<file path="src/agc_pkg.sv">
// ----------------------------------------------------------------------------
// agc_pkg: shared types and constants of the asteroid gravity unit
// Beat layouts, planet entry layout, register map and fixed limits.
// ----------------------------------------------------------------------------
package agc_pkg;

    // register map, word index into the configuration space
    localparam logic [1:0] REG_COUNT  = 2'd0;
    localparam logic [1:0] REG_SUN    = 2'd1;
    localparam logic [1:0] REG_GAIN   = 2'd2;
    localparam logic [1:0] REG_MARGIN = 2'd3;

    localparam logic [4:0]  COUNT_RST  = 5'd0;
    localparam logic [31:0] SUN_RST    = 32'd65536;
    localparam logic [31:0] GAIN_RST   = 32'd4294967;
    localparam logic [31:0] MARGIN_RST = 32'd1;

    // request kinds
    localparam logic KIND_WRITE = 1'b0;
    localparam logic KIND_QUERY = 1'b1;

    // datapath widths and caps
    localparam int DIV_W = 64;
    localparam int D2_W  = 54;
    localparam logic [63:0] QUOT_CAP = (64'd1 << 47) - 64'd1;
    localparam logic [63:0] TERM_CAP = (64'd1 << 48) - 64'd1;

    typedef struct packed {
        logic              kind;
        logic [3:0]        slot;
        logic signed [31:0] pos_x;
        logic signed [31:0] pos_y;
        logic signed [31:0] pos_z;
        logic [31:0]       body_radius;
        logic [31:0]       body_mass;
    } t_in_beat;

    typedef struct packed {
        logic              collided;
        logic signed [31:0] force_x;
        logic signed [31:0] force_y;
        logic signed [31:0] force_z;
    } t_out_beat;

    typedef struct packed {
        logic [31:0] px;
        logic [31:0] py;
        logic [31:0] pz;
        logic [31:0] rad;
        logic [31:0] mass;
    } t_planet;

endpackage

</file>
<file path="src/agc_cell.sv">
// ----------------------------------------------------------------------------
// agc_cell: one planet slot of the rotating planet ring
// Holds one entry, loads it on a write and takes the neighbor's on a shift.
// ----------------------------------------------------------------------------
module agc_cell (
    input  logic             i_clk,
    input  logic             i_load,
    input  agc_pkg::t_planet i_load_data,
    input  logic             i_shift,
    input  agc_pkg::t_planet i_next,
    output agc_pkg::t_planet o_entry
);
    import agc_pkg::*;

    t_planet r_entry;

    // load a written entry, or advance the ring by one place
    always_ff @(posedge i_clk) begin
        if (i_load) begin
            r_entry <= i_load_data;
        end else if (i_shift) begin
            r_entry <= i_next;
        end
    end

    assign o_entry = r_entry;

endmodule

</file>
<file path="config.mk">
export PLATFORM = sky130hd
export DESIGN_NAME = agc_cell
export DESIGN_NICKNAME = d
export VERILOG_FILES = /design/src/agc_pkg.sv /design/src/agc_cell.sv
export SDC_FILE = /design/constraint.sdc
export NUM_CORES = 1
export LEC_CHECK = 0
export BUFFER_PORTS_ARGS = -buffer_cell sky130_fd_sc_hd__buf_4
export CELL_PAD_IN_SITES_DETAIL_PLACEMENT = 1
export CELL_PAD_IN_SITES_GLOBAL_PLACEMENT = 2
export CORE_AREA = 3 3 185 187
export DETAILED_ROUTE_END_ITERATION = 16
export DIE_AREA = 0 0 188 190
export MAX_ROUTING_LAYER = met4
export PLACE_DENSITY = 0.69
export SETUP_SLACK_MARGIN = 0.2
export SKIP_CTS_REPAIR_TIMING = 1
export SYNTH_ARGS = -nofsm -noshare
export SYNTH_HDL_FRONTEND = slang
export SYNTH_SLANG_ARGS = --single-unit
</file>
<file path="constraint.sdc">
create_clock -name i_clk -period 7.2 [get_ports i_clk]
set_input_delay 1.08 -clock i_clk [delete_from_list [all_inputs] [get_ports i_clk]]
set_output_delay 1.08 -clock i_clk [all_outputs]
set_load 0.03 [all_outputs]
</file>
==> results of run 1 <==
[cells in the final DEF, fill, tap and decap left out]
master | Yosys | final
buf_4 | 0 | 485
edfxtp_1 | 160 | 160
mux2_4 | 89 | 89
mux2_2 | 71 | 71
clkbuf_16 | 0 | 17
clkinvlp_4 | 0 | 3
bufinv_16 | 0 | 3
clkinv_1 | 0 | 2
or2_4 | 0 | 1
clkbuf_1 | 0 | 1
clkinv_4 | 0 | 1
clkinv_2 | 0 | 1
inv_6 | 0 | 1
clkbuf_8 | 0 | 1
[stage by stage]
stage / cells / util / total power [uW]
2_1_floorplan: 339 / - / 1540
5_1_grt: 1278 / 0.360 / 2880
6_report: 1278 / 0.360 / 2760
4_1_cts: 1278 / 0.360 / 2820
3_5_place_dp: 1249 / 0.342 / 1880
3_3_place_gp: 1249 / 0.342 / 1870
[routing by layer]
| metal | wire length [um] | up-vias |
|---|---|---|
| li1 | - | 2310 |
| met1 | 8630 | 2324 |
| met2 | 13400 | 307 |
| met3 | 2770 | 23 |
| met4 | 520 | 0 |
| met5 | 0 | - |
[how the worst min path moves through the flow]
stage	from	end	slack [ns]	cells after the start
finish	i_next[129]	o_entry[129]	0.95	2
floorplan	i_load_data[100]	o_entry[100]	1.30	1
global route	i_next[75]	o_entry[75]	0.91	2
global placement	i_next[117]	o_entry[117]	1.38	2
CTS	i_load_data[125]	o_entry[125]	0.92	2
detailed placement	i_load_data[138]	o_entry[138]	1.38	2
[cells by family after synthesis]
kind of cell	count (synthesis)	synth area share
multiplexers	160	0.301
flip-flops	160	0.676
buffers and inverters	18	0.0224
AND/OR/NAND/NOR	1	0.000881
[area by class of cell]
type	instances	area [sq um]
clock buffer	18	429
clock inverter	11	143
fill	3480	20900
multi-input combinational	161	2140
sequential	160	4800
tap	442	553
timing repair buffer	486	3650
[report_power, final]
| part | leakage, uW | internal [uW] | switching, uW |
|---|---|---|---|
| clock network | 0.000269 | 539 | 378 |
| registers | 0.00163 | 1150 | 31.5 |
| logic | 0.00335 | 319 | 348 |
| total | 0.00525 | 2000 | 757 |
==> summary.md, run 1 <==
| Metric | Value |
|---|---|
| Status | finished clean |
| Dpl hpwl | 20.4 mm |
| Routability cong. | 0.720 |
| Number of iterations in the first detailed-routing pass | 4 |
| Gr usage total | 0.142 |
| Critical path buffers and inverters | 2 |
| Slew Viols, Final | 0 |
| Synth area leader | edfxtp_1 |
| Initial Util | 0.218 |
| RSZ-0062 raised after global routing | false |
| Largest net degree at the start of global routing | 71 |
| Root buffer cell | clkbuf_16 |
| Placed cell area | 11200 sq um |
| Power Density | 235 nW/um^2 |
| Vias per cell | 3.88 |
| Routed len/inst | 19.8 um |
| Syn. warnings | 0 |
| Setup Crit Path Kind | input port to flip-flop |
| Share of post-route cells with drive strength above 1 | 0.805 |
| Vias in the first global route | 5484 |
| Largest cells by area after synthesis | edfxtp_1, mux2_4, mux2_2, buf_6, buf_2 |
| Via Count | 4964 |
| Ant diodes | 0 |
| Sequential area share after synthesis | 0.676 |
| Mapped Cells | 339 |
| Mean Syn Cell Area | 21.0 sq um |
| Slowest-stage cell, CP | buf_4 |
| Critical path origin | i_load |
| Synth Cell Area | 7110 sq um |
| Final hold vios | 0 |
| Global route total overflow | 0 |
| Clock sinks | 160 |
| Leakage | 0.00525 uW |
| CTS max path bufs | 2 |
| Top cell type's share of synthesized area | 0.676 |
| Die height | 190 um |
| Number of synthesized flops with an enable pin | 160 |
| Top Ports | 483 |
| Die Wd | 188 um |
| Max Cap Violations | 0 |
| Starting DRT DRC Count | 176 |
| Post-Place Worst Slack | 3.94 ns |
| Critical path depth in cells | 3 |
| Post-synth cell types | 6 |
| Antenna violations before repair | 0 |
| Critical Path, Cell by Cell | clkbuf_8 -> or2_4 -> buf_4 |
| First-pass GRT wire length | 35.8 mm |
| Worst Setup End Kind | flip-flop |
| Detailed-route DRC error count | 0 |
| Crit path largest cell delay | 0.76 ns |
| FMAX | 358 MHz |
| Register bit count reported by yosys | 160 |
| Clock slew at reported path FFs | 0.07 ns |
| Syn nets | 662 |
| Post-layout min period | 2.79 ns |
| Global Route met1 Usage | 0.138 |
| Tcrit/Tclk final | 0.388 |
| CP Data Required Time | 7.24 ns |
| VDD IR max | 0.000142 V |
| CP startpoint kind | input port |
| Core ar. | 32600 sq um |
| Worst setup margin | 4.41 ns |
| Met3 usage | 0.0658 |
| Die area | 35700 sq um |
| Layout area overhead | 65.1% |
| Max FFs per register | 160 |
| Clock buffer count from CTS | 17 |
| Row count | 66 |
| GR peak layer | met2 |
| Crit path DAT | 2.83 ns |
| Final setup fails | 0 |
| Detail Route Antenna Nets | 0 |
| # nets final | 1149 |
| Most frequent cells after synthesis | edfxtp_1, mux2_4, mux2_2, buf_6, buf_2 |
| Asr flop ratio synth | 0 |
| M2 GR Usage | 0.251 |
| Worst-path maximum fanout | 69 |
| Worst-margin pin slew | 1.02 ns |
| End point of the critical path | o_entry[8] |
| Hold_ws | 0.952 ns |
| Final WL | 25.3 mm |
| H-Tree Depth | 4 |
| Final Cell Area | 11700 sq um |
| CP delay by family, top | buffers and inverters |
| CTS tree | built |
| Final TNS setup | 0 ns |
| Slew HR | 0.319 |
| Hold Crit Class | input port to flip-flop |
| I/O Buffers | 482 |
| Count leader, synth | edfxtp_1 |
| Post-synth top flop | edfxtp_1 |
(Power assumes the default switching activity.)
==> run 2, diff against run 1 <==
--- a/config.mk
+++ b/config.mk
@@ -5,14 +5,16 @@
 export SDC_FILE = /design/constraint.sdc
 export NUM_CORES = 1
 export LEC_CHECK = 0
+export ABC_AREA = 1
 export BUFFER_PORTS_ARGS = -buffer_cell sky130_fd_sc_hd__buf_4
 export CELL_PAD_IN_SITES_DETAIL_PLACEMENT = 1
 export CELL_PAD_IN_SITES_GLOBAL_PLACEMENT = 2
-export CORE_AREA = 3 3 185 187
+export CORE_ASPECT_RATIO = 1.4
+export CORE_MARGIN = 3
+export CORE_UTILIZATION = 20
 export DETAILED_ROUTE_END_ITERATION = 16
-export DIE_AREA = 0 0 188 190
 export MAX_ROUTING_LAYER = met4
-export PLACE_DENSITY = 0.69
+export PLACE_DENSITY = 0.77
 export SETUP_SLACK_MARGIN = 0.2
 export SKIP_CTS_REPAIR_TIMING = 1
 export SYNTH_ARGS = -nofsm -noshare
==> constraint.sdc (replaced) <==
create_clock -name i_clk -period 2.29 [get_ports i_clk]
set_input_delay 0.3435 -clock i_clk [delete_from_list [all_inputs] [get_ports i_clk]]
set_output_delay 0.3435 -clock i_clk [all_outputs]
set_load 0.03 [all_outputs]
==> run 2 against run 1 <==
  * Synthesized area down 3.3%
  * Sequential cell count unchanged
  * Design area down 1.5%
  * Routed wire length rose by 13%
  * First-iteration DRC count rose by 15%
  * Critical path type is now flip-flop to primary output
  * Critical endpoint is now o_entry[40]
==> summary.md, run 2 <==
| Metric | Value |
|---|---|
| Clock slew at reported path FFs | 0.07 ns |
| Number of synthesized flops with an enable pin | 160 |
| Via Count | 6408 |
| Mean Syn Cell Area | 10.1 sq um |
| Largest family of logic cells by synthesized area | simple AND/OR/NAND/NOR gates |
| Antenna violations before repair | 0 |
| Clock sinks | 160 |
| CP startpoint kind | flip-flop |
| Hold Crit Class | input port to flip-flop |
| Max FFs per register | 160 |
| Critical path buffers and inverters | 1 |
| Commonest non-fill, non-tap cell in the layout | buf_4 |
| H-Tree Depth | 4 |
| Synth Cell Area | 6870 sq um |
| Post-synthesis simple-gate area fraction | 0.263 |
| Post-synth top flop | edfxtp_1 |
| Count leader, synth | nand2_1 |
| Global route total overflow | 0 |
| Largest cells by area after synthesis | edfxtp_1, nand2_1, buf_6, buf_2, buf_4 |
| Row count | 79 |
| Final WL | 28.6 mm |
| I/O Buffers | 482 |
| Synth Area in Adders | 0 |
| Crit path DAT | 1.10 ns |
| Asr flop ratio synth | 0 |
| VDD IR max | 0.000422 V |
| Post-synthesis compound-gate area fraction | 0 |
| Ant diodes | 0 |
| Slew Viols, Final | 0 |
| Post-layout min period | 1.45 ns |
| Most frequent cells after synthesis | nand2_1, edfxtp_1, buf_2, buf_6, buf_4 |
| Final hold vios | 0 |
| Mux share of post-synthesis cell area | 0 |
| CTS max path bufs | 2 |
| Final TNS setup | 0 ns |
| CP Data Required Time | 1.95 ns |
| Power Density | 763 nW/um^2 |
| WHS Path Cells | 3 |
| Gr usage total | 0.156 |
| Share of post-route cells with drive strength above 1 | 0.452 |
| Critical Path, Cell by Cell | buf_4 |
| Worst Setup End Kind | primary output |
| Detail Route Antenna Nets | 0 |
| Root buffer cell | clkbuf_16 |
| Xor and xnor area share after synthesis | 0 |
| Top Ports | 483 |
| Routed len/inst | 17.7 um |
| Die area | 36600 sq um |
| Mapped Cells | 677 |
| Die height | 225 um |
| RSZ-0062 raised after global routing | false |
| Register bit count reported by yosys | 160 |
| Worst-path maximum fanout | 1 |
| Initial Util | 0.205 |
| Vias per cell | 3.97 |
| Status | finished clean |
| Placed cell area | 10900 sq um |
| Dpl hpwl | 22.5 mm |
| Post-synth cell types | 7 |
| First-pass GRT wire length | 40.7 mm |
| Detailed-route DRC error count | 0 |
| Syn. warnings | 0 |
| Syn nets | 1000 |
| Routability cong. | 0.788 |
| Slowest-stage cell, CP | edfxtp_1 |
| Commonest cells after routing, fill and taps aside | buf_4, nand2_1, edfxtp_1 |
| Fillers | 3883 |
| Worst-margin pin slew | 0.893 ns |
| Clock buffer count from CTS | 17 |
| CTS tree | built |
| Sequential area share after synthesis | 0.700 |
| CP delay by family, top | flip-flops |
| Largest net degree at the start of global routing | 80 |
| Top cell type's share of synthesized area | 0.700 |
| Number of iterations in the first detailed-routing pass | 4 |
| Core ar. | 33500 sq um |
| Setup Crit Path Kind | flip-flop to primary output |
| Final Cell Area | 11500 sq um |
| Max Cap Violations | 0 |
| # nets final | 1481 |
| Leakage | 0.00576 uW |
| Tcrit/Tclk final | 0.631 |
| Critical path depth in cells | 1 |
| Crit path largest cell delay | 0.45 ns |
| FMAX | 692 MHz |
| Final setup fails | 0 |
| Starting DRT DRC Count | 202 |
| Synth area leader | edfxtp_1 |
| Vias in the first global route | 6889 |
| Die Wd | 163 um |
| Layout area overhead | 68.2% |
| Slew HR | 0.405 |
## run 2: metal layers
metal	vias up	GRT usage	part of all wire
li1	3134	-	-
met1	2907	0.164	0.37
met2	337	0.273	0.52
met3	30	0.0487	0.088
met4	0	0.0579	0.024
met5	-	-	0
## run 2: final timing paths
check / endpoint / slack, ns / start
worst max-delay path: o_entry[40] / 0.84 / o_entry[40]
worst min-delay path: o_entry[40] / 0.16 / i_next[40]
## run 2: cells by family (layout without fill, tap and decap cells)
kind of cell / Yosys count / after routing
buffers and inverters: 36 / 528
and+or+nand+nor: 481 / 481
DFF: 160 / 160
## run 2: where the power goes
group	switching (uW)	internal (uW)
Combinational	1200	844
Sequential	110	3600
Clock	1240	1820
Total	2540	6270
## run 2: area by class of cell
class / instances / area [sq um] / share of cell area
Timing Repair Buffer: 497 / 3760 / 0.325
Tap cell: 445 / 557 / 0.0482
Clock buffer: 18 / 429 / 0.0372
Clock inverter: 12 / 186 / 0.0161
Sequential cell: 160 / 4800 / 0.416
Multi-Input combinational cell: 481 / 1810 / 0.157
Inverter: 1 / 6.26 / 0.000542
## run 2: per-stage QoR
| stage | power (uW) | utilization | hold WS (ns) | setup WS, ns | std cells |
|---|---|---|---|---|---|
| 6_report | 8810 | 0.345 | 0.164 | 0.845 | 1614 |
| 5_1_grt | 9180 | 0.345 | 0.143 | 0.780 | 1614 |
| 4_1_cts | 8960 | 0.345 | 0.127 | 0.784 | 1614 |
| 3_5_place_dp | 5850 | 0.326 | 0.613 | 0.484 | 1584 |
| 3_3_place_gp | 5820 | 0.326 | 0.606 | 0.492 | 1584 |
| 2_1_floorplan | 4750 | - | 0.522 | 0.129 | 677 |
==> run 3, diff against run 2 <==
==> constraint.sdc (replaced) <==
create_clock -name i_clk -period 1.25 [get_ports i_clk]
set_input_delay 0.1875 -clock i_clk [delete_from_list [all_inputs] [get_ports i_clk]]
set_output_delay 0.1875 -clock i_clk [all_outputs]
set_load 0.03 [all_outputs]
==> run 3 against run 2 <==
  * Critical path depth did not move
  * Clock power increased by 90%
  * Hold slack worse by 0.14 ns
  * Setup slack worse by 0.84 ns
  * Sequential cell count unchanged
  * Non-clock buffer count grew 19
  * Sequential share of layout area shrank 3.2 points
  * Final cell count increased by 1.3%
  * Largest power group unchanged
  * Via count increased by 0.75%
==> summary.md, run 3 (synthesis gave the netlist of run 2 again) <==
| Metric | Value |
|---|---|
| Final setup fails | 0 |
| Starting DRT DRC Count | 328 |
| Layout area overhead | 82.3% |
| Clock buffer count from CTS | 17 |
| Leakage | 0.00613 uW |
| Area occupied by multi-input gates | 1810 sq um |
| Share of post-route cells with drive strength above 1 | 0.455 |
| CP Data Required Time | 1.06 ns |
| Fin cells | 1635 |
| Sequential Area | 4800 sq um |
| CTS tree | built |
| Initial Util | 0.205 |
| Clock slew at reported path FFs | 0.06 ns |
| Via Count | 6456 |
| Worst-margin pin slew | 0.574 ns |
| Setup Crit Path Kind | flip-flop to primary output |
| First-pass GRT wire length | 41.1 mm |
| Row count | 79 |
| Final WL | 28.9 mm |
| Worst-path maximum fanout | 1 |
| Final core area utilization | 0.374 |
| Antenna violations before repair | 0 |
| Final hold vios | 0 |
| Crit path largest cell delay | 0.46 ns |
| CP startpoint kind | flip-flop |
| Detail Route Antenna Nets | 0 |
| Root buffer cell | clkbuf_16 |
| Hold Crit Class | input port to flip-flop |
| Gr usage total | 0.156 |
| Worst Setup End Kind | primary output |
| Power Density | 1350 nW/um^2 |
| I/O Buffers | 482 |
| Slew Viols, Final | 0 |
| RSZ-0062 raised after global routing | true |
| Ant diodes | 0 |
| Routed len/inst | 17.7 um |
| H-Tree Depth | 4 |
| Placed cell count | 1597 |
| Slew HR | 0.617 |
| VDD IR max | 0.000756 V |
| Vias per cell | 3.95 |
| Post-Place Worst Slack | -0.0222 ns |
| Critical path buffers and inverters | 1 |
| Detailed-route DRC error count | 0 |
| Routability cong. | 0.813 |
| Crit path DAT | 1.06 ns |
| Clock sinks | 160 |
| Number of iterations in the first detailed-routing pass | 5 |
| Worst setup margin | 0.00574 ns |
| Max FFs per register | 160 |
| Global route total overflow | 0 |
| Critical Path, Cell by Cell | buf_6 |
| Slowest-stage cell, CP | edfxtp_1 |
| Max Cap Violations | 0 |
| Commonest cells after routing, fill and taps aside | nand2_1, buf_4, edfxtp_1, buf_6 |
| Tcrit/Tclk final | 0.995 |
| Fillers | 3783 |
| FMAX | 804 MHz |
| Commonest non-fill, non-tap cell in the layout | nand2_1 |
| Vias in the first global route | 6950 |
| Die Wd | 163 um |
| Largest net degree at the start of global routing | 69 |
| Core ar. | 33500 sq um |
| Status | finished clean |
| Dpl hpwl | 22.9 mm |
| # nets final | 1500 |
| Die height | 225 um |
| CP delay by family, top | flip-flops |
| CTS max path bufs | 2 |
| Post-layout min period | 1.24 ns |
| Die area | 36600 sq um |
| Top Ports | 483 |
-- run 3: per-stage QoR --
step | total power [uW] | cell area (sq um) | hold slack [ns] | TNS (ns)
floorplan | 8700 | 6880 | 0.366 | -120.75
global placement | 10800 | 11200 | 0.450 | -0.241
detailed placement | 10800 | 11200 | 0.456 | -0.795
CTS | 16800 | 11900 | -0.0188 | -0.424
global route | 17700 | 12500 | 0.00180 | -0.259
finish | 17000 | 12500 | 0.0226 | 0
-- run 3: routing by layer --
layer  global-route usage  vias up  wire length (um)
li1                     -     3173                 -
met1                0.163     2926             10400
met2                0.280      332             15300
met3               0.0498       25              2620
met4               0.0470        0               518
met5                    -        -                 0
-- run 3: final timing paths --
check / from / depth (start not counted) / slack (ns) / end
worst max-delay path: o_entry[121] / 1 / 0.006 / o_entry[121]
worst min-delay path: i_next[27] / 3 / 0.02 / o_entry[27]
-- run 3: cell type report --
cell class | instances | share of cell area
sequential | 160 | 0.384
inverter | 1 | 0.000500
tap | 445 | 0.0445
multi-input combinational | 481 | 0.145
clock buffer | 20 | 0.0349
clock inverter | 12 | 0.0164
timing repair buffer | 516 | 0.375
-- run 3: power breakdown --
group	internal (uW)	switching, uW
clock	3570	2240
sequential	6610	292
combinational	2000	2240
total	12200	4770
