File: config.mk
export PLATFORM = sky130hd
export DESIGN_NAME = agc_div
export DESIGN_NICKNAME = d
export VERILOG_FILES = /design/src/agc_pkg.sv /design/src/agc_div.sv
export SDC_FILE = /design/constraint.sdc
export NUM_CORES = 1
export LEC_CHECK = 0
export ABC_AREA = 1
export CORE_MARGIN = 5
export CORE_UTILIZATION = 40
export CTS_BUF_LIST = sky130_fd_sc_hd__clkbuf_8
export DETAILED_ROUTE_END_ITERATION = 6
export DONT_BUFFER_PORTS = 1
export SYNTH_ARGS = -nofsm -noshare
export SYNTH_HDL_FRONTEND = slang
export SYNTH_SLANG_ARGS = --single-unit
File: constraint.sdc
create_clock -name i_clk -period 2.6 [get_ports i_clk]
set_input_delay 0 -clock i_clk [delete_from_list [all_inputs] [get_ports i_clk]]
set_output_delay 0 -clock i_clk [all_outputs]
set_load 0.01 [all_outputs]
File: src/agc_pkg.sv
// ----------------------------------------------------------------------------
// agc_pkg: shared types and constants of the asteroid gravity unit
// Beat layouts, planet entry layout, register map and fixed limits.
// ----------------------------------------------------------------------------
package agc_pkg;

    // register map, word index into the configuration space
    localparam logic [1:0] REG_COUNT  = 2'd0;
    localparam logic [1:0] REG_SUN    = 2'd1;
    localparam logic [1:0] REG_GAIN   = 2'd2;
    localparam logic [1:0] REG_MARGIN = 2'd3;

    localparam logic [4:0]  COUNT_RST  = 5'd0;
    localparam logic [31:0] SUN_RST    = 32'd65536;
    localparam logic [31:0] GAIN_RST   = 32'd4294967;
    localparam logic [31:0] MARGIN_RST = 32'd1;

    // request kinds
    localparam logic KIND_WRITE = 1'b0;
    localparam logic KIND_QUERY = 1'b1;

    // datapath widths and caps
    localparam int DIV_W = 64;
    localparam int D2_W  = 54;
    localparam logic [63:0] QUOT_CAP = (64'd1 << 47) - 64'd1;
    localparam logic [63:0] TERM_CAP = (64'd1 << 48) - 64'd1;

    typedef struct packed {
        logic              kind;
        logic [3:0]        slot;
        logic signed [31:0] pos_x;
        logic signed [31:0] pos_y;
        logic signed [31:0] pos_z;
        logic [31:0]       body_radius;
        logic [31:0]       body_mass;
    } t_in_beat;

    typedef struct packed {
        logic              collided;
        logic signed [31:0] force_x;
        logic signed [31:0] force_y;
        logic signed [31:0] force_z;
    } t_out_beat;

    typedef struct packed {
        logic [31:0] px;
        logic [31:0] py;
        logic [31:0] pz;
        logic [31:0] rad;
        logic [31:0] mass;
    } t_planet;

endpackage

File: src/agc_div.sv
// ----------------------------------------------------------------------------
// agc_div: shared restoring divider
// Unsigned 64 by 64 bit division, one quotient bit per cycle.
// ----------------------------------------------------------------------------
module agc_div (
    input  logic                      i_clk,
    input  logic                      i_rst_n,
    input  logic                      i_start,
    input  logic [agc_pkg::DIV_W-1:0] i_num,
    input  logic [agc_pkg::DIV_W-1:0] i_den,
    output logic                      o_done,
    output logic [agc_pkg::DIV_W-1:0] o_quot
);
    import agc_pkg::*;

    localparam int CW = $clog2(DIV_W + 1);

    logic [CW-1:0]    r_cnt;
    logic             r_done;
    logic [DIV_W:0]   r_rem;
    logic [DIV_W-1:0] r_num;
    logic [DIV_W-1:0] r_den;
    logic [DIV_W:0]   w_rem_s;
    logic             w_ge;

    // shift in the next dividend bit and try the subtract
    assign w_rem_s = {r_rem[DIV_W-1:0], r_num[DIV_W-1]};
    assign w_ge    = w_rem_s >= {1'b0, r_den};

    // control
    always_ff @(posedge i_clk) begin
        if (!i_rst_n) begin
            r_cnt  <= '0;
            r_done <= 1'b0;
        end else if (i_start) begin
            r_cnt  <= CW'(DIV_W);
            r_done <= 1'b0;
        end else begin
            r_done <= (r_cnt == CW'(1));
            if (r_cnt != '0) begin
                r_cnt <= r_cnt - CW'(1);
            end
        end
    end

    // datapath, quotient bits replace dividend bits
    always_ff @(posedge i_clk) begin
        if (i_start) begin
            r_rem <= '0;
            r_num <= i_num;
            r_den <= i_den;
        end else if (r_cnt != '0) begin
            r_rem <= w_ge ? (w_rem_s - {1'b0, r_den}) : w_rem_s;
            r_num <= {r_num[DIV_W-2:0], w_ge};
        end
    end

    assign o_done = r_done;
    assign o_quot = r_num;

endmodule

==> results.txt, run 1 <==
Worst-Skew Late Latency = 560 ps
Clock skew = 41.9 ps
Fraction of the mapped netlist area in adder cells = 5.92%
Worst path required time = 3030 ps
Routed met3 length = 2970 µm
# setup viols final = 0
Fill cells = 3609
Syn_area_per_cell = 6.52 µm²
Min Tclk post-route = 2460 ps
Netlist cell types = 35
Sequential element share of the synthesized area = 37.0%
Mapped cell area = 0.0143 mm²
Drt pass-1 iters = 5
Hold path cells = 1
Proportion of layout cells with a drive suffix above 1 = 9.68%
First-pass GRT wire length = 74400 µm
Most frequent cell after synthesis = nand2_1
Met2 Routed Length = 22700 µm
IO Pins = 196
Pin count of the biggest net entering global routing = 111
WHS Endpoint = r_den[9]$_DFFE_PP_
DP Wirelength = 36700 µm
Buffers on Ports = 0
Synth Net Count = 2389
Crit path DAT = 2890 ps
Worst R2R End = r_rem[50]$_SDFFE_PP0P_
Top-area cell type share of the netlist area = 26.9%
Pre-CTS setup slack = -12.2 ps
Clock buffer depth = 2
Initial DRC count = 993
Via Count = 13900
Async SR Flop Fraction = 0%
Max Freq = 407 MHz
Reg2reg start = r_den[9]$_DFFE_PP_
Antenna Nets Post-Route = 0
Post-synth top cells = nand2_1 (931), inv_1 (448), nand3_1 (146)
Placement Rows = 69
Crit Path Category = reg2reg
H-tree depth = 4
Clk sinks = 200
Post-Syn Instances = 2191
Post-synth EDFFs = 128
CP max FO = 9
Die height = 199 µm
CTS buffer count = 17
Top Metal Used = met4
Dominant cell type by area after synthesis = edfxtp_1
Crit. End Element = flop
Initial antenna violation count = 3
Hold Vio Cnt, Final = 0
Slew margin rel. = 47.3%
Max rail drop VDD = 481 µV
Status = completed
Wire length per cell = 16.9 µm
All-layer global routing usage = 24.3%
Vias in the first global route = 13500
Main combinational cell family by area after synthesis = simple AND/OR/NAND/NOR gates
Core Footprint = 0.0354 mm²
Overflow after GRT = 0
XOR/XNOR share of the synthesized area = 2.02%
Pwr dens = 446 mW/mm²
Final #Nets = 2591
Hold WC Path Type = in2reg
Synthesis-to-finish area growth = 23.4%
Period utilisation layout = 94.6%
GPL Wtd Cong = 0.995
DRC violations left = 0
CTS tree = yes
PnR worst setup slack = 140 ps
Chip width = 199 µm
Critical Path Source Type = flop
Synthesis-stage register bit count = 200
Slew Limit Fails = 0
Fin Hold WS = 71.5 ps
Synth Flop Type = edfxtp_1
Yosys warnings = 0
Depth of the most critical reg-to-reg path = 15
Synth Area in Compound Gates = 4.08%
Min-delay src = i_den[9]
Worst Tran Pin Value = 791 ps
Synth top area cells = edfxtp_1 (27%), nand2_1 (24%), inv_1 (12%), dfxtp_1 (10%), ha_1 (5.8%)
Synth Area in Simple Gates = 37.0%
R2R Setup Slk = 140 ps
Multiplexer share of the synthesized area = 0%
Routed wire length = 48500 µm
Die Area = 0.0396 mm²
Root Driver = clkbuf_8
Wl on met1 = 22000 µm
Max_cap viols = 0
Initial Utilization = 40.4%
Leak Pwr = 9.25 nW
Vias per cell = 4.86
Clk slew on worst S/H paths = 140 ps
==> worst max-delay path, stage by stage, from the launching register on <==
cell	delay, ps
edfxtp_1	350
inv_1	50
ha_1	340
nand2_1	130
nor2_2	150
inv_2	50
nor2_2	160
nand4_1	200
o21bai_4	190
nor2_4	90
nand2_4	100
buf_12	140
buf_6	160
nand3_1	100
nand2_1	80
nand2_1	40
==> state kept, by name, indices dropped and copies added (netlist names) <==
| signal | flops |
|---|---|
| r_rem | 64 |
| o_quot | 64 |
| r_cnt | 7 |
| r_den | 64 |
| o_done | 1 |
==> how the worst max path moves through the flow <==
| stage | from | endpoint | cells after the start |
|---|---|---|---|
| after floorplan | r_cnt[0]$_SDFFE_PP0P_ | o_quot[0]$_DFFE_PP_ | 10 |
| after global placement | r_den[41]$_DFFE_PP_ | r_rem[62]$_SDFFE_PP0P_ | 15 |
| after detailed placement | r_den[41]$_DFFE_PP_ | r_rem[62]$_SDFFE_PP0P_ | 15 |
| after CTS | r_den[44]$_DFFE_PP_ | r_rem[54]$_SDFFE_PP0P_ | 17 |
| after global routing | r_den[44]$_DFFE_PP_ | r_rem[50]$_SDFFE_PP0P_ | 17 |
| final | r_den[9]$_DFFE_PP_ | r_rem[50]$_SDFFE_PP0P_ | 15 |
==> metal layers <==
metal  up-vias  global-route usage (%)
met1      6413                    32.6
met2       427                    40.7
met5         -                       0
met4         0                    5.42
met3        40                    4.74
li1       7067                       -
==> through the flow <==
stage	instance area, µm²	power, mW	utilization [%]	cells	setup TNS, ps
2_1_floorplan	14300	5.11	-	2191	0
3_3_place_gp	15200	5.58	42.8	2672	-13.4
3_5_place_dp	15200	5.59	42.8	2672	-12.2
4_1_cts	17100	7.87	48.3	2855	0
5_1_grt	17600	8.27	49.8	2868	-22.2
6_report	17600	7.86	49.8	2868	0
==> power by group <==
part	total, mW	switching [mW]	internal (mW)
Clock	2.04	1.34	0.705
Combinational	1.53	0.964	0.562
Sequential	4.29	0.417	3.87
Total	7.86	2.72	5.14
==> logic make-up after synthesis <==
family                   count (synthesis)
AO/OA/AOI/OAI                          109
XOR/XNOR                                33
adder cells (fa/ha/maj)                 67
buffers and inverters                  503
flip-flops                             200
AND/OR/NAND/NOR                       1279
==> placed cells by master, fill, tap and decap left out, drive strengths merged <==
cell type	instances
diode	1
nand4	17
a21o	3
o21ai	41
xnor2	30
nor3	15
a21oi	54
ha	66
inv	464
edfxtp	128
a31oi	1
o31ai	1
buf	78
nand2	939
dlygate4sd3	150
clkinv	8
fa	1
nor4	2
nand3	150
dfxtp	72
o21bai	9
and2	3
clkbuf	18
nand3b	36
xor2	3
nor2	117
==> repair_timing <==
item | in CTS | in global routing
pin swaps | 0 | 16
hold buffers | 151 | 0
buffers inserted | 0 | 11
setup endpoints to repair | 19 | 65
endpoints found under the hold margin | 252 | 0
resized for setup | 5 | 108
cloned | 0 | 1
==> layout make-up <==
class                   count  area (µm²)  area share, %
multi-input cells        1488        7460           42.3
well taps                 461         577           3.27
diodes                      1        2.50         0.0142
clock inverters            15         139          0.788
clock buffers              17         234           1.33
flip-flops and latches    200        5290           30.0
inverters                 457        1720           9.73
repair buffers            229        2220           12.6
(Power assumes the default switching activity.)
==> run 2: changes to the inputs <==
clock period = 2.9 ns   (was 2.6 ns; I/O delays follow)
==> run 2 against run 1 <==
- wire length shrank 2.2%
- first-iteration DRC count fell by 8.4%
- clock skew down 19 ps
- sequential share of layout area increased by 1.8 points
- largest cell class unchanged
==> results.txt, run 2 (synthesis results as in run 1) <==
Crit path DAT = 3180 ps (+290 ps)
All-layer global routing usage = 24.1% (-0.18 points)
Sequential Power Share = 55.2% (+0.6 points)
Worst Tran Pin Value = 1040 ps (+250 ps)
Critical Path Source Type = flop
Min-delay src = i_den[37]
Core Footprint = 0.0354 mm² (unchanged)
Fill cells = 3737 (+3.5%)
Non-Filler Cell Area, Final = 0.0167 mm² (-5.5%)
Register Area = 0.00529 mm² (unchanged)
Overall Power = 6.98 mW (-11%)
# setup viols final = 0 (unchanged)
Hold path cells = 1 (unchanged)
Worst-Skew Late Latency = 540 ps (-20 ps)
Chip width = 199 µm (unchanged)
Placement Rows = 69 (unchanged)
GPL Wtd Cong = 0.999 (+0.39%)
H-tree depth = 4 (unchanged)
Antenna Nets Post-Route = 0 (unchanged)
Crit. End Element = flop
Initial Utilization = 40.4% (unchanged)
Clk slew on worst S/H paths = 120 ps (-20 ps)
Initial DRC count = 910 (-8.4%)
DP Wirelength = 36000 µm (-1.9%)
Max_cap viols = 0 (unchanged)
Slew Limit Fails = 0 (unchanged)
Proportion of layout cells with a drive suffix above 1 = 4.62% (-5.1 points)
Pwr dens = 419 mW/mm² (-5.9%)
Worst R2R End = r_rem[18]$_SDFFE_PP0P_
Max rail drop VDD = 377 µV (-22%)
Clk sinks = 200 (unchanged)
Final #Nets = 2521 (-2.7%)
Max Freq = 363 MHz (-11%)
Area after DPL = 0.0148 mm² (-2.6%)
Clock skew = 23.2 ps (-18.7 ps)
Synthesis-to-finish area growth = 16.6%
Clock power share = 27.0% (+1.0 points)
Comb pwr share = 17.8% (-1.6 points)
Depth of the most critical reg-to-reg path = 17 (+2)
Most frequent cells in the layout = nand2_1 (922), inv_1 (446), nand3_1 (146)
Hold Vio Cnt, Final = 0 (unchanged)
Reg2reg start = r_den[47]$_DFFE_PP_
Multi-input combinational cell area = 0.00706 mm² (-5.4%)
Most common cell after layout, fill and taps aside = nand2_1
Root Driver = clkbuf_8
Initial antenna violation count = 1 (-2)
First-pass GRT wire length = 73800 µm (-0.73%)
Drt pass-1 iters = 5 (unchanged)
Vias in the first global route = 13300 (-1.5%)
WHS Endpoint = r_den[37]$_DFFE_PP_
Via Count = 13500 (-3.2%)
Clock buffer depth = 2 (unchanged)
Buffers on Ports = 0 (unchanged)
Setup TNS = 0 ps (unchanged)
Overflow after GRT = 0 (unchanged)
Status = completed
Sw Pwr = 2.37 mW (-13%)
Vias per cell = 4.82 (-0.81%)
Pin count of the biggest net entering global routing = 130 (+17%)
Slew margin rel. = 30.5% (-17 points)
Internal power = 4.61 mW (-10%)
Leak Pwr = 8.92 nW (-3.6%)
IO Pins = 196 (unchanged)
Sw frac = 34.0% (-0.61 points)
R2R Setup Slk = 140 ps (about the same)
Worst path required time = 3330 ps (+300 ps)
CP max FO = 32 (+23)
DRC violations left = 0 (unchanged)
Min Tclk post-route = 2760 ps (+299 ps)
Fin Hold WS = 73.6 ps (+2.08 ps)
Finished Layout Cells = 2798 (-2.4%)
CTS tree = yes
Period utilisation layout = 95.1% (+0.51 points)
Hold WC Path Type = in2reg
Cell Count Post-Placement = 2625 (-1.8%)
Crit Path Category = reg2reg
Die height = 199 µm (unchanged)
Die Area = 0.0396 mm² (unchanged)
CTS buffer count = 17 (unchanged)
Wire length per cell = 17.0 µm (+0.21%)
Routed wire length = 47400 µm (-2.2%)
==> run 2: cell types whose count changed in the layout (fill, tap and decap cells not counted), moves of 7 or more <==
| cell | before | now |
|---|---|---|
| nor2_2 | 28 | 10 |
| dlygate4sd3_1 | 150 | 130 |
| nor2_1 | 78 | 102 |
| ha_4 | 14 | 0 |
| ha_1 | 48 | 66 |
| a21oi_1 | 45 | 53 |
| a21oi_2 | 8 | 1 |
| buf_4 | 68 | 22 |
| nand2_2 | 36 | 16 |
| nand2_1 | 899 | 922 |
==> run 2: power groups by stage <==
stage	Sequential, mW	Clock, mW	Combinational, mW
2_1_floorplan	3.79	0	0.794
3_3_place_gp	3.92	0	1.04
3_5_place_dp	3.91	0	1.06
4_1_cts	3.86	1.95	1.24
5_1_grt	3.90	2.07	1.40
6_report	3.86	1.88	1.24
==> run 2: layout make-up <==
cell class	instances	share of cell area (%)
flip-flops and latches	200	31.7
repair buffers	159	9.67
multi-input cells	1488	42.4
inverters	457	10.3
diodes	1	0.0150
well taps	461	3.46
clock inverters	12	0.789
clock buffers	20	1.65
==> run 2: worst max path at each step <==
| stage | start | slack, ps | to | cells past startpoint |
|---|---|---|---|---|
| after floorplan | r_cnt[0]$_SDFFE_PP0P_ | 470 | o_quot[0]$_DFFE_PP_ | 10 |
| after global placement | o_quot[63]$_DFFE_PP_ | 60 | r_rem[60]$_SDFFE_PP0P_ | 17 |
| after detailed placement | o_quot[63]$_DFFE_PP_ | 10 | r_rem[60]$_SDFFE_PP0P_ | 17 |
| after CTS | o_quot[63]$_DFFE_PP_ | 30 | r_rem[40]$_SDFFE_PP0P_ | 17 |
| after global routing | r_den[47]$_DFFE_PP_ | -5 | r_rem[10]$_SDFFE_PP0P_ | 17 |
| final | r_den[47]$_DFFE_PP_ | 140 | r_rem[18]$_SDFFE_PP0P_ | 17 |
==> run 2: worst max-delay path, stage by stage, from the launching register on <==
cell and delay [ps]:
edfxtp_1 350, inv_1 40, ha_1 410, nand2_1 170, nor2_2 260, nand2_2 180
clkinv_1 70, nand2_1 50, nand2_1 130, nand2_1 70, nand2_1 100, nor2_4 70
buf_12 130, nand2_8 150, buf_12 210, nand2_1 110, nand3_1 70, o21ai_1 60
==> run 2: routing by layer <==
layer	global-route usage (%)	wire [µm]	vias up
li1	-	-	6935
met1	31.3	20800	6075
met2	40.8	22000	432
met3	5.37	3540	55
met4	6.08	1050	0
met5	0	0	-
==> run 2: timing repair <==
| item | in CTS | in global routing |
|---|---|---|
| hold buffers | 131 | 0 |
| buffers inserted | 0 | 8 |
| hold endpoints to repair | 249 | 0 |
| gates cloned | 0 | 1 |
| gates resized for setup | 1 | 15 |
| endpoints found under the setup margin | 1 | 58 |
| pin swaps | 0 | 4 |
==> run 2: stage by stage <==
step | util, % | setup slack (ps)
floorplan | - | 474
global placement | 41.7 | 58.1
detailed placement | 41.7 | 14.9
CTS | 46.6 | 25.4
global route | 47.1 | -5.08
finish | 47.1 | 142
==> run 3: changes to the inputs <==
CORE_MARGIN = 1   (was 5)
==> run 3 against run 2 <==
- critical path depth shrank 1
- power increased by 0.99%
- sequential power hardly changed
- combinational power about the same
- non-clock buffer count is 3 lower
- setup slack better by 79 ps
- clock power grew 4%
- utilization is 0.53 points higher
- largest cell class unchanged
- largest power group unchanged
==> results.txt, run 3 (synthesis results as in run 1) <==
Status = completed
Crit-path max cell delay = 360 ps (-50 ps)
Pre-CTS setup slack = 127 ps (+112 ps)
Diodes inserted = 0 (-1)
Initial Utilization = 41.0% (+0.59 points)
Setup TNS = 0 ps (unchanged)
Pin count of the biggest net entering global routing = 131 (+0.77%)
Overflow after GRT = 0 (unchanged)
Clk sinks = 200 (unchanged)
PnR worst setup slack = 220 ps (+78.8 ps)
IO Pins = 196 (unchanged)
Root Driver = clkbuf_8
Max rail drop VDD = 440 µV (+17%)
Crit Path Category = reg2reg
Clock skew = 40.4 ps (+17.2 ps)
H-tree depth = 4 (unchanged)
Die Area = 0.0365 mm² (-7.9%)
Initial antenna violation count = 0 (-1)
Initial DRC count = 985 (+8.2%)
Crit path DAT = 3100 ps (-80 ps)
# setup viols final = 0 (unchanged)
Min Tclk post-route = 2680 ps (-78.8 ps)
Hold Vio Cnt, Final = 0 (unchanged)
Clock buffer depth = 2 (unchanged)
Antenna Nets Post-Route = 0 (unchanged)
Placement Rows = 68 (-1.4%)
Most common cell after layout, fill and taps aside = nand2_1
Critical Path Source Type = flop
Most frequent cells in the layout = nand2_1 (926), inv_1 (448), nand3_1 (146)
Core Footprint = 0.0349 mm² (-1.4%)
CP max FO = 28 (-13%)
All-layer global routing usage = 26.2% (+2.1 points)
Vias in the first global route = 13100 (-1.7%)
Wire length per cell = 16.7 µm (-1.3%)
Worst path required time = 3320 ps (about the same)
Hold WC Path Type = in2reg
Routed wire length = 46700 µm (-1.7%)
Slew Limit Fails = 0 (unchanged)
Period utilisation layout = 92.4% (-2.7 points)
Chip width = 191 µm (-4.0%)
Synthesis-to-finish area growth = 16.2%
Slew margin rel. = 45.9% (+15 points)
Die height = 191 µm (-4.0%)
Final #Nets = 2518 (-0.12%)
Leak Pwr = 8.90 nW (-0.23%)
DRC violations left = 0 (unchanged)
RSZ-0062 raised after global routing = false
Buffers on Ports = 0 (unchanged)
CTS tree = yes
Crit. End Element = flop
Proportion of layout cells with a drive suffix above 1 = 4.24% (-0.38 points)
Drt pass-1 iters = 5 (unchanged)
DP Wirelength = 35800 µm (-0.38%)
Slowest-stage cell, CP = edfxtp_1
Fin Hold WS = 51.5 ps (-22.1 ps)
Pwr dens = 425 mW/mm² (+1.3%)
Clk slew on worst S/H paths = 120 ps (about the same)
Worst Tran Pin Value = 811 ps (-229 ps)
GPL Wtd Cong = 1.02 (+2.2%)
Via Count = 13500 (+0.12%)
Vias per cell = 4.85 (+0.48%)
Max Freq = 373 MHz (+2.9%)
Cell repeated most along the worst path = nand2_1
Worst-Skew Late Latency = 550 ps (about the same)
Crit path cell chain = inv_1 > ha_1 > nand2_1 > nor2_2 > nand2_1 > inv_1 > nand2_1 > nand2_1 > inv_1 > nand2_2 > nand2_2 > nand2_4 > buf_12 > nand3_1 > nand2_1 > nand2_1
Max_cap viols = 0 (unchanged)
CTS buffer count = 17 (unchanged)
First-pass GRT wire length = 72100 µm (-2.3%)
[run 3: final timing paths]
check	start	end	slack [ps]	depth (start not counted)
setup reg to reg	r_den[25]$_DFFE_PP_	r_rem[51]$_SDFFE_PP0P_	220	16
setup / recovery	r_den[25]$_DFFE_PP_	r_rem[51]$_SDFFE_PP0P_	220	16
hold / removal	i_start	o_quot[21]$_DFFE_PP_	50	3
hold reg to reg	r_cnt[3]$_SDFFE_PP0P_	r_cnt[3]$_SDFFE_PP0P_	470	2
[run 3: critical path, delay by kind of cell, from the launching register on]
family,cells,cell delay [ps]
and+or+nand+nor,11,1330
adders and majority gates,1,360
buffers and inverters,4,490
DFF,1,360
[run 3: timing repair]
action	in CTS	in global routing
hold buffers	131	0
endpoints found under the setup margin	0	58
buffers inserted	0	3
gates resized for setup	0	8
endpoints found under the hold margin	258	0
[run 3: cell type report]
cell class | instances | area, µm²
timing repair buffer | 156 | 1580
clock inverter | 15 | 183
clock buffer | 17 | 234
sequential | 200 | 5290
multi-input combinational | 1488 | 7030
fill | 3601 | 18300
tap | 455 | 569
inverter | 457 | 1720
[run 3: metrics by stage]
step	std cells	total power, mW	cell area, µm²	util, %
floorplan	2191	4.58	14300	-
global route	2788	7.39	16600	47.6
finish	2788	7.05	16600	47.6
detailed placement	2622	4.96	14800	42.5
global placement	2622	4.96	14800	42.5
CTS	2785	7.11	16600	47.5
[run 3: power breakdown]
part | switching, mW | internal (mW)
Clock | 1.22 | 0.735
Sequential | 0.363 | 3.47
Combinational | 0.829 | 0.439
Total | 2.41 | 4.64
[run 3: metal layers]
metal | track usage, % | routed length [µm] | part of all wire [%] | vias to the layer above
met2 | 43.4 | 21400 | 46 | 446
met1 | 34.0 | 21100 | 45 | 6101
li1 | - | - | - | 6922
met5 | 0 | 0 | 0 | -
met4 | 8.15 | 1140 | 2.4 | 0
met3 | 5.14 | 3050 | 6.5 | 44
